--- src/rtl/hqs_pkg.sv ---
// Shared widths and sequencer state codes for the quicksort engine.
package hqs_pkg;

	localparam int VALUE_W = 32;
	localparam int STATE_W = 4;

	localparam logic [STATE_W-1:0] ST_LOAD   = 4'd0;
	localparam logic [STATE_W-1:0] ST_SINIT  = 4'd1;
	localparam logic [STATE_W-1:0] ST_POP    = 4'd2;
	localparam logic [STATE_W-1:0] ST_POPW   = 4'd3;
	localparam logic [STATE_W-1:0] ST_PIV    = 4'd4;
	localparam logic [STATE_W-1:0] ST_SCANI  = 4'd5;
	localparam logic [STATE_W-1:0] ST_SCANJ  = 4'd6;
	localparam logic [STATE_W-1:0] ST_SWAP   = 4'd7;
	localparam logic [STATE_W-1:0] ST_RDI    = 4'd8;
	localparam logic [STATE_W-1:0] ST_PUSHA  = 4'd9;
	localparam logic [STATE_W-1:0] ST_PUSHB  = 4'd10;
	localparam logic [STATE_W-1:0] ST_EMRD   = 4'd11;
	localparam logic [STATE_W-1:0] ST_EMW    = 4'd12;
	localparam logic [STATE_W-1:0] ST_EMHOLD = 4'd13;

	typedef logic [VALUE_W-1:0] value_t;

endpackage

--- src/rtl/hoare_quicksort_engine.sv ---
// Batch sorter: loads words, sorts them by Hoare quicksort, streams them out.
//
// Channel   Direction  Words per batch         Payload
// s_axis    in         1 .. any (excess drop)  tdata = value, tlast = last
// m_axis    out        stored count            tdata = sorted_value,
//                                              tlast = final_res, tuser = dropped
//
// Loading accepts one word per cycle, and s_axis_tready is high only while loading, up to a batch's last word.
// Sorting compares against a store with a registered read port.
// Emitting holds each word until the output takes it, and only then reads the next.
// No clearing pass is needed after reset.
module hoare_quicksort_engine #(
	parameter int MAX_ITEMS = 64
) (
	input  logic        clk,
	input  logic        arst_n,
	input  logic        s_axis_tvalid,
	output logic        s_axis_tready,
	input  logic [31:0] s_axis_tdata,   // [31:0] value
	input  logic        s_axis_tlast,
	output logic        m_axis_tvalid,
	input  logic        m_axis_tready,
	output logic [31:0] m_axis_tdata,   // [31:0] sorted_value
	output logic        m_axis_tlast,
	output logic        m_axis_tuser    // [0] dropped
);

	localparam int IW = (MAX_ITEMS > 1) ? $clog2(MAX_ITEMS) : 1;
	localparam int CW = IW + 1;
	localparam logic [CW-1:0] MAX_CNT = CW'(MAX_ITEMS);

	logic [hqs_pkg::STATE_W-1:0] state_q;
	logic [CW-1:0]     count_q;
	logic [CW-1:0]     sp_q;
	logic              ovf_q;
	logic [IW-1:0]     lo_q, hi_q, i_q, j_q, k_q;
	hqs_pkg::value_t   pivot_q, vi_q;
	logic              out_valid_q, out_last_q, out_drop_q;
	hqs_pkg::value_t   out_data_q;

	logic              st_we;
	logic [IW-1:0]     st_waddr, st_raddr;
	hqs_pkg::value_t   st_wdata, st_rdata;
	logic              sk_we;
	logic [IW-1:0]     sk_waddr, sk_raddr;
	logic [2*IW-1:0]   sk_wdata, sk_rdata;

	logic              in_acc;
	logic              less_piv, more_piv;
	logic [CW-1:0]     mid_sum;
	logic [IW-1:0]     pop_lo, pop_hi;
	logic [CW-1:0]     j_inc;
	logic              is_final;
	logic [CW-1:0]     count_m1;

	function automatic logic [IW-1:0] count_sp_m1(input logic [CW-1:0] sp);
		logic [CW-1:0] d;
		d = sp - CW'(1);
		return d[IW-1:0];
	endfunction

	hqs_ram #(.WIDTH(hqs_pkg::VALUE_W), .DEPTH(MAX_ITEMS), .AW(IW)) u_store (
		.clk(clk), .we(st_we), .waddr(st_waddr), .wdata(st_wdata),
		.raddr(st_raddr), .rdata(st_rdata)
	);

	hqs_ram #(.WIDTH(2*IW), .DEPTH(MAX_ITEMS), .AW(IW)) u_stack (
		.clk(clk), .we(sk_we), .waddr(sk_waddr), .wdata(sk_wdata),
		.raddr(sk_raddr), .rdata(sk_rdata)
	);

	assign s_axis_tready = (state_q == hqs_pkg::ST_LOAD);
	assign in_acc = s_axis_tvalid && s_axis_tready;

	assign less_piv = $signed(st_rdata) < $signed(pivot_q);
	assign more_piv = $signed(st_rdata) > $signed(pivot_q);
	assign pop_lo = sk_rdata[2*IW-1:IW];
	assign pop_hi = sk_rdata[IW-1:0];
	assign mid_sum = {1'b0, pop_lo} + {1'b0, pop_hi};
	assign j_inc = {1'b0, j_q} + CW'(1);
	assign count_m1 = count_q - CW'(1);
	assign is_final = ({1'b0, k_q} == count_m1);

	always_comb begin
		st_we = 1'b0;
		st_waddr = '0;
		st_wdata = s_axis_tdata;
		st_raddr = '0;
		sk_we = 1'b0;
		sk_waddr = '0;
		sk_wdata = '0;
		sk_raddr = '0;
		case (state_q)
			hqs_pkg::ST_LOAD: begin
				st_we = in_acc && (count_q < MAX_CNT);
				st_waddr = count_q[IW-1:0];
			end
			hqs_pkg::ST_SINIT: begin
				sk_we = 1'b1;
				sk_wdata = {IW'(0), count_m1[IW-1:0]};
			end
			hqs_pkg::ST_POP: begin
				sk_raddr = count_sp_m1(sp_q);
			end
			hqs_pkg::ST_POPW: begin
				st_raddr = mid_sum[IW:1];
			end
			hqs_pkg::ST_PIV: begin
				st_raddr = i_q;
			end
			hqs_pkg::ST_RDI: begin
				st_raddr = i_q;
			end
			hqs_pkg::ST_SCANI: begin
				st_raddr = less_piv ? (i_q + IW'(1)) : j_q;
			end
			hqs_pkg::ST_SCANJ: begin
				st_raddr = j_q - IW'(1);
				if (!more_piv && (i_q < j_q)) begin
					st_we = 1'b1;
					st_waddr = i_q;
					st_wdata = st_rdata;
				end
			end
			hqs_pkg::ST_SWAP: begin
				st_we = 1'b1;
				st_waddr = j_q;
				st_wdata = vi_q;
			end
			hqs_pkg::ST_PUSHA: begin
				sk_we = (j_inc < {1'b0, hi_q}) && (sp_q < MAX_CNT);
				sk_waddr = sp_q[IW-1:0];
				sk_wdata = {j_inc[IW-1:0], hi_q};
			end
			hqs_pkg::ST_PUSHB: begin
				sk_we = (lo_q < j_q) && (sp_q < MAX_CNT);
				sk_waddr = sp_q[IW-1:0];
				sk_wdata = {lo_q, j_q};
			end
			hqs_pkg::ST_EMRD: begin
				st_raddr = k_q;
			end
			default: begin
				st_raddr = '0;
			end
		endcase
	end

	always_ff @(posedge clk or negedge arst_n) begin
		if (!arst_n) begin
			state_q <= hqs_pkg::ST_LOAD;
			count_q <= '0;
			sp_q <= '0;
			ovf_q <= 1'b0;
			lo_q <= '0;
			hi_q <= '0;
			i_q <= '0;
			j_q <= '0;
			k_q <= '0;
			pivot_q <= '0;
			vi_q <= '0;
			out_valid_q <= 1'b0;
			out_data_q <= '0;
			out_last_q <= 1'b0;
			out_drop_q <= 1'b0;
		end else begin
			case (state_q)
				hqs_pkg::ST_LOAD: begin
					if (in_acc) begin
						if (count_q < MAX_CNT) begin
							count_q <= count_q + CW'(1);
						end else begin
							ovf_q <= 1'b1;
						end
						if (s_axis_tlast) begin
							state_q <= hqs_pkg::ST_SINIT;
						end
					end
				end
				hqs_pkg::ST_SINIT: begin
					k_q <= '0;
					if (count_q < CW'(2)) begin
						sp_q <= '0;
						state_q <= hqs_pkg::ST_EMRD;
					end else begin
						sp_q <= CW'(1);
						state_q <= hqs_pkg::ST_POP;
					end
				end
				hqs_pkg::ST_POP: begin
					if (sp_q == '0) begin
						state_q <= hqs_pkg::ST_EMRD;
					end else begin
						sp_q <= sp_q - CW'(1);
						state_q <= hqs_pkg::ST_POPW;
					end
				end
				hqs_pkg::ST_POPW: begin
					lo_q <= pop_lo;
					hi_q <= pop_hi;
					i_q <= pop_lo;
					j_q <= pop_hi;
					state_q <= (pop_lo < pop_hi) ? hqs_pkg::ST_PIV : hqs_pkg::ST_POP;
				end
				hqs_pkg::ST_PIV: begin
					pivot_q <= st_rdata;
					state_q <= hqs_pkg::ST_SCANI;
				end
				hqs_pkg::ST_SCANI: begin
					if (less_piv) begin
						i_q <= i_q + IW'(1);
					end else begin
						vi_q <= st_rdata;
						state_q <= hqs_pkg::ST_SCANJ;
					end
				end
				hqs_pkg::ST_SCANJ: begin
					if (more_piv) begin
						j_q <= j_q - IW'(1);
					end else if (i_q < j_q) begin
						state_q <= hqs_pkg::ST_SWAP;
					end else begin
						state_q <= hqs_pkg::ST_PUSHA;
					end
				end
				hqs_pkg::ST_SWAP: begin
					i_q <= i_q + IW'(1);
					j_q <= j_q - IW'(1);
					state_q <= hqs_pkg::ST_RDI;
				end
				hqs_pkg::ST_RDI: begin
					state_q <= hqs_pkg::ST_SCANI;
				end
				hqs_pkg::ST_PUSHA: begin
					if (sk_we) begin
						sp_q <= sp_q + CW'(1);
					end
					state_q <= hqs_pkg::ST_PUSHB;
				end
				hqs_pkg::ST_PUSHB: begin
					if (sk_we) begin
						sp_q <= sp_q + CW'(1);
					end
					state_q <= hqs_pkg::ST_POP;
				end
				hqs_pkg::ST_EMRD: begin
					state_q <= hqs_pkg::ST_EMW;
				end
				hqs_pkg::ST_EMW: begin
					out_valid_q <= 1'b1;
					out_data_q <= st_rdata;
					out_last_q <= is_final;
					out_drop_q <= ovf_q;
					state_q <= hqs_pkg::ST_EMHOLD;
				end
				hqs_pkg::ST_EMHOLD: begin
					if (m_axis_tready) begin
						out_valid_q <= 1'b0;
						if (out_last_q) begin
							count_q <= '0;
							sp_q <= '0;
							ovf_q <= 1'b0;
							state_q <= hqs_pkg::ST_LOAD;
						end else begin
							k_q <= k_q + IW'(1);
							state_q <= hqs_pkg::ST_EMRD;
						end
					end
				end
				default: begin
					state_q <= hqs_pkg::ST_LOAD;
				end
			endcase
		end
	end

	assign m_axis_tvalid = out_valid_q;
	assign m_axis_tdata = out_data_q;
	assign m_axis_tlast = out_last_q;
	assign m_axis_tuser = out_drop_q;

endmodule

--- src/rtl/hqs_ram.sv ---
// Simple dual-port RAM with one write port and one registered read port.
module hqs_ram #(
	parameter int WIDTH = 32,
	parameter int DEPTH = 64,
	parameter int AW = 6
) (
	input  logic             clk,
	input  logic             we,
	input  logic [AW-1:0]    waddr,
	input  logic [WIDTH-1:0] wdata,
	input  logic [AW-1:0]    raddr,
	output logic [WIDTH-1:0] rdata
);

	logic [WIDTH-1:0] mem [DEPTH];
	logic [WIDTH-1:0] rdata_q;

	always_ff @(posedge clk) begin
		if (we) begin
			mem[waddr] <= wdata;
		end
	end

	always_ff @(posedge clk) begin
		rdata_q <= mem[raddr];
	end

	assign rdata = rdata_q;

endmodule

--- config.mk ---
export PLATFORM = sky130hd
export DESIGN_NAME = hoare_quicksort_engine
export DESIGN_NICKNAME = d
export VERILOG_FILES = /design/src/rtl/hqs_pkg.sv /design/src/rtl/hoare_quicksort_engine.sv /design/src/rtl/hqs_ram.sv
export SDC_FILE = /design/constraint.sdc
export NUM_CORES = 2
export LEC_CHECK = 0
export BUFFER_PORTS_ARGS = -buffer_cell sky130_fd_sc_hd__buf_2
export CAP_MARGIN = 20
export CORE_AREA = 2 2 603 365
export DETAILED_ROUTE_END_ITERATION = 10
export DIE_AREA = 0 0 605 367
export PLACE_DENSITY = 0.7
export SLEW_MARGIN = 40
export SYNTH_ARGS = -nofsm -noshare
export SYNTH_HDL_FRONTEND = slang
export SYNTH_SLANG_ARGS = --single-unit
--- constraint.sdc ---
create_clock -name clk -period 16.3 [get_ports clk]
set_input_delay 3.26 -clock clk [delete_from_list [all_inputs] [get_ports clk]]
set_output_delay 3.26 -clock clk [all_outputs]
set_load 0.005 [all_outputs]
==> impl_metrics.yaml <==
outcome:
  outcome: "complete, no violations"
floorplan:
  start_util: 0.546
  rows: 133
  die-height_um: 367
  die_w_um: 605
  pin_count: 73
  die_area_um2: 222000
  fp.coreArea_um2: 217000
final_layout:
  fill_cells: 15486
  syn2layout_area_growth_pct: 12.1
  layout-drive-gt1-share: 0.140
  final_nets: 7470
  postLayoutCellArea_um2: 133000
  fin_util: 0.612
detailed_routing:
  wirelength_um: 341000
  vias: 69762
  first_iter_violations: 11504
  postRouteAntennaNets: 0
  drt-vias-per-instance: 6.65
  dr.pass1.iters: 9
  wl_per_cell_um: 32.6
  drc_errors: 0
timing:
  final-hold-violation-count: 0
  finalCritPeriodShare: 0.489
  clock.fmax_ghz: 0.126
  slew_headroom: 0.284
  worst_slew_pin_slew_ns: 1.07
  finClkSkew_ns: 0.0643
  grt_setup_unrepaired: "no"
  slew_viol_final: 0
  setup_viol: 0
  min_period_ns: 7.97
  setup-tns-final_ns: 0
place:
  hpwl_um: 202000
  dpl_cell_area_um2: 124000
  gp_congestion: 0.961
  portBuffers: 72
hold_path:
  hold_path_end: "pivot_q[12]"
  hold_path.class: "register to register"
  holdPathStages: 2
  worstHoldStart: "u_store.rdata[12]"
setup_path:
  critPathKind: "register to register"
  r2r_cells: 17
  worst_path_most_repeated_cell: "buf_4"
  cp.arrival_ns: 8.54
  required_ns: 16.87
  path_delay_family: "buffers and inverters"
  reg2reg_to: "u_store.rdata[31]"
  path_cells: "inv_1 > ha_1 > nand4_1 > or4_1 > a21o_1 > a311oi_2 > nor4_1 > buf_4 > a221oi_4 > buf_12 > buf_4 > buf_4 > buf_4 > mux2i_1 > o22ai_1 > o41ai_1 > o2111ai_1"
  worstReg2RegStart: "pivot_q[15]"
  max_stage_delay_ns: 0.83
  start_kind: "register"
  r2r_slack_ns: 8.33
  startpoint: "pivot_q[15]"
  crit_slowest_cell: "o41ai_1"
  path_buf_inv: 6
  end_kind: "register"
  crit_path_max_fanout: 108
logic_synthesis:
  synthArstFlopShare: 0.0492
  synth_flop_cell: "edfxtp_1"
  syn_avg_cell_area_um2: 16.5
  syn_nets: 7310
  synth_common_cells: "edfxtp_1 (2816), mux2i_1 (1107), o22ai_1 (602)"
  synth_area_um2: 119000
  synth_top_area_share: 0.713
  synth_area_leaders: "edfxtp_1 (71%), mux2i_1 (9.3%), o22ai_1 (3.2%)"
  yosys.area.top_type: "edfxtp_1"
  synth.most_common_cell: "edfxtp_1"
  ys_seq_area_frac: 0.752
  synth_cells: 7206
  yosysWarningCount: 0
  ys_seq_elements: 3008
  synth-edff-count: 2816
  ys_types: 72
flow_run:
  cap_violations: 0
cts:
  cts_tree: "built"
  post_cts_buffers: 0
  hold_buffers: 0
  h-tree-depth: 5
  cts.clk_slew.worst_paths_ns: 0.06
  cts_resized: 0
  cts-buffers-inserted: 277
  root_buffer: "clkbuf_16"
  insertion_delay_ns: 0.86
  clockBufferDepth: 4
  cts.sinks: 3008
global_route:
  grt.total_usage: 0.303
  grt_pass1_wl_um: 480000
  grt_max_degree: 128
  grt_antenna_before_repair: 23
  grt_overflow: 0
  grt_pass1_vias: 65197
pwr:
  power_density_nw_per_um2: 197
  peakVddDrop_mv: 0.285
  leakage_nw: 45.7
-- metrics by stage --
step | worst slack (ns) | hold WS (ns) | std cells | total power [mW]
after floorplan | 10.30 | 0.445 | 7206 | 15.7
after global placement | 8.15 | 0.488 | 9972 | 19.3
after detailed placement | 8.64 | 0.495 | 9982 | 19.6
after CTS | 8.58 | 0.497 | 10464 | 26.0
after global routing | 8.15 | 0.521 | 10474 | 27.0
final | 8.33 | 0.506 | 10483 | 26.2
-- worst max path at each step --
stage                         endpoint  cells past startpoint
detailed placement   u_store.rdata[31]                     17
global placement     u_store.rdata[23]                     15
CTS                  u_store.rdata[31]                     17
global route         u_store.rdata[31]                     15
finish               u_store.rdata[31]                     17
floorplan           u_store.mem[32][0]                      6
-- logic make-up after synthesis --
group           Yosys count  synth area share
mux                    1225             0.105
compound gates         1404            0.0800
fa+ha+maj                67           0.00713
simple gates            935            0.0345
flops                  3008             0.752
buf+inv                 536            0.0191
xor+xnor                 31           0.00229
-- cells in the final DEF (no fill, tap or decap), types with 17 or more instances in the layout --
cell          n
ha_1         65
nand3_1      38
a31oi_1      55
nor3_1       25
inv_1        59
clkinv_1     55
edfxtp_1   2816
nor2_1      113
mux2_2      109
o2111ai_1    32
buf_4       235
o211ai_1     21
nand2_1     453
a222oi_1     32
o221ai_1     24
o41ai_1      67
a211oi_1     89
o21ai_0     165
nor2b_1      58
nor4_1       20
clkbuf_16   285
bufinv_16    23
o22ai_1     602
dfrtp_1     147
buf_2        72
clkbuf_1     72
a311oi_1     59
clkinv_2     33
dfxtp_1      44
a21oi_1     105
nand4_1      21
xnor2_1      17
mux2i_1    1107
nor2_2       37
o41ai_2      27
nor2_4       70
-- report_power, final --
| group | switching [mW] | internal [mW] |
|---|---|---|
| Sequential | 0.382 | 9.29 |
| Combinational | 6.92 | 3.23 |
| Clock | 2.79 | 3.63 |
| Total | 10.1 | 16.2 |
-- final cells by class --
type,instances,area (um2),share of cell area
inverters,90,365,0.00275
repair buffers,327,2440,0.0183
multi-input cells,3662,28700,0.215
clock inverters,114,1180,0.00886
flip-flops and latches,3008,89100,0.670
well taps,2902,3630,0.0273
diodes,12,30.0,0.000226
clock buffers,368,7550,0.0568
-- registers in the layout, summed over array words and instances, names as in the netlist --
| register | flops |
|---|---|
| m_axis_tvalid | 1 |
| u_stack.rdata | 12 |
| i_q | 6 |
| u_store.rdata | 32 |
| sp_q | 7 |
| count_q | 7 |
| vi_q | 32 |
| j_q | 6 |
| hi_q | 6 |
| ovf_q | 1 |
| u_store.mem | 2048 |
| lo_q | 6 |
| k_q | 6 |
| m_axis_tlast | 1 |
| m_axis_tdata | 32 |
| pivot_q | 32 |
| m_axis_tuser | 1 |
| state_q | 4 |
| u_stack.mem | 768 |
-- per-layer routing --
metal / wire length, um / share of wire / up-vias / track usage
met5: 17 / 0.000050 / - / 0
met1: 143000 / 0.42 / 35519 / 0.478
li1: - / - / 29038 / -
met4: 9360 / 0.027 / 2 / 0.0789
met2: 141000 / 0.41 / 4683 / 0.409
met3: 48800 / 0.14 / 520 / 0.0874
-- tightest hold or removal path: stages (launching register included) --
cell and delay, ns:
dfxtp_1 0.35, nand2_1 0.07, o21ai_0 0.06
(Power assumes the default switching activity.)
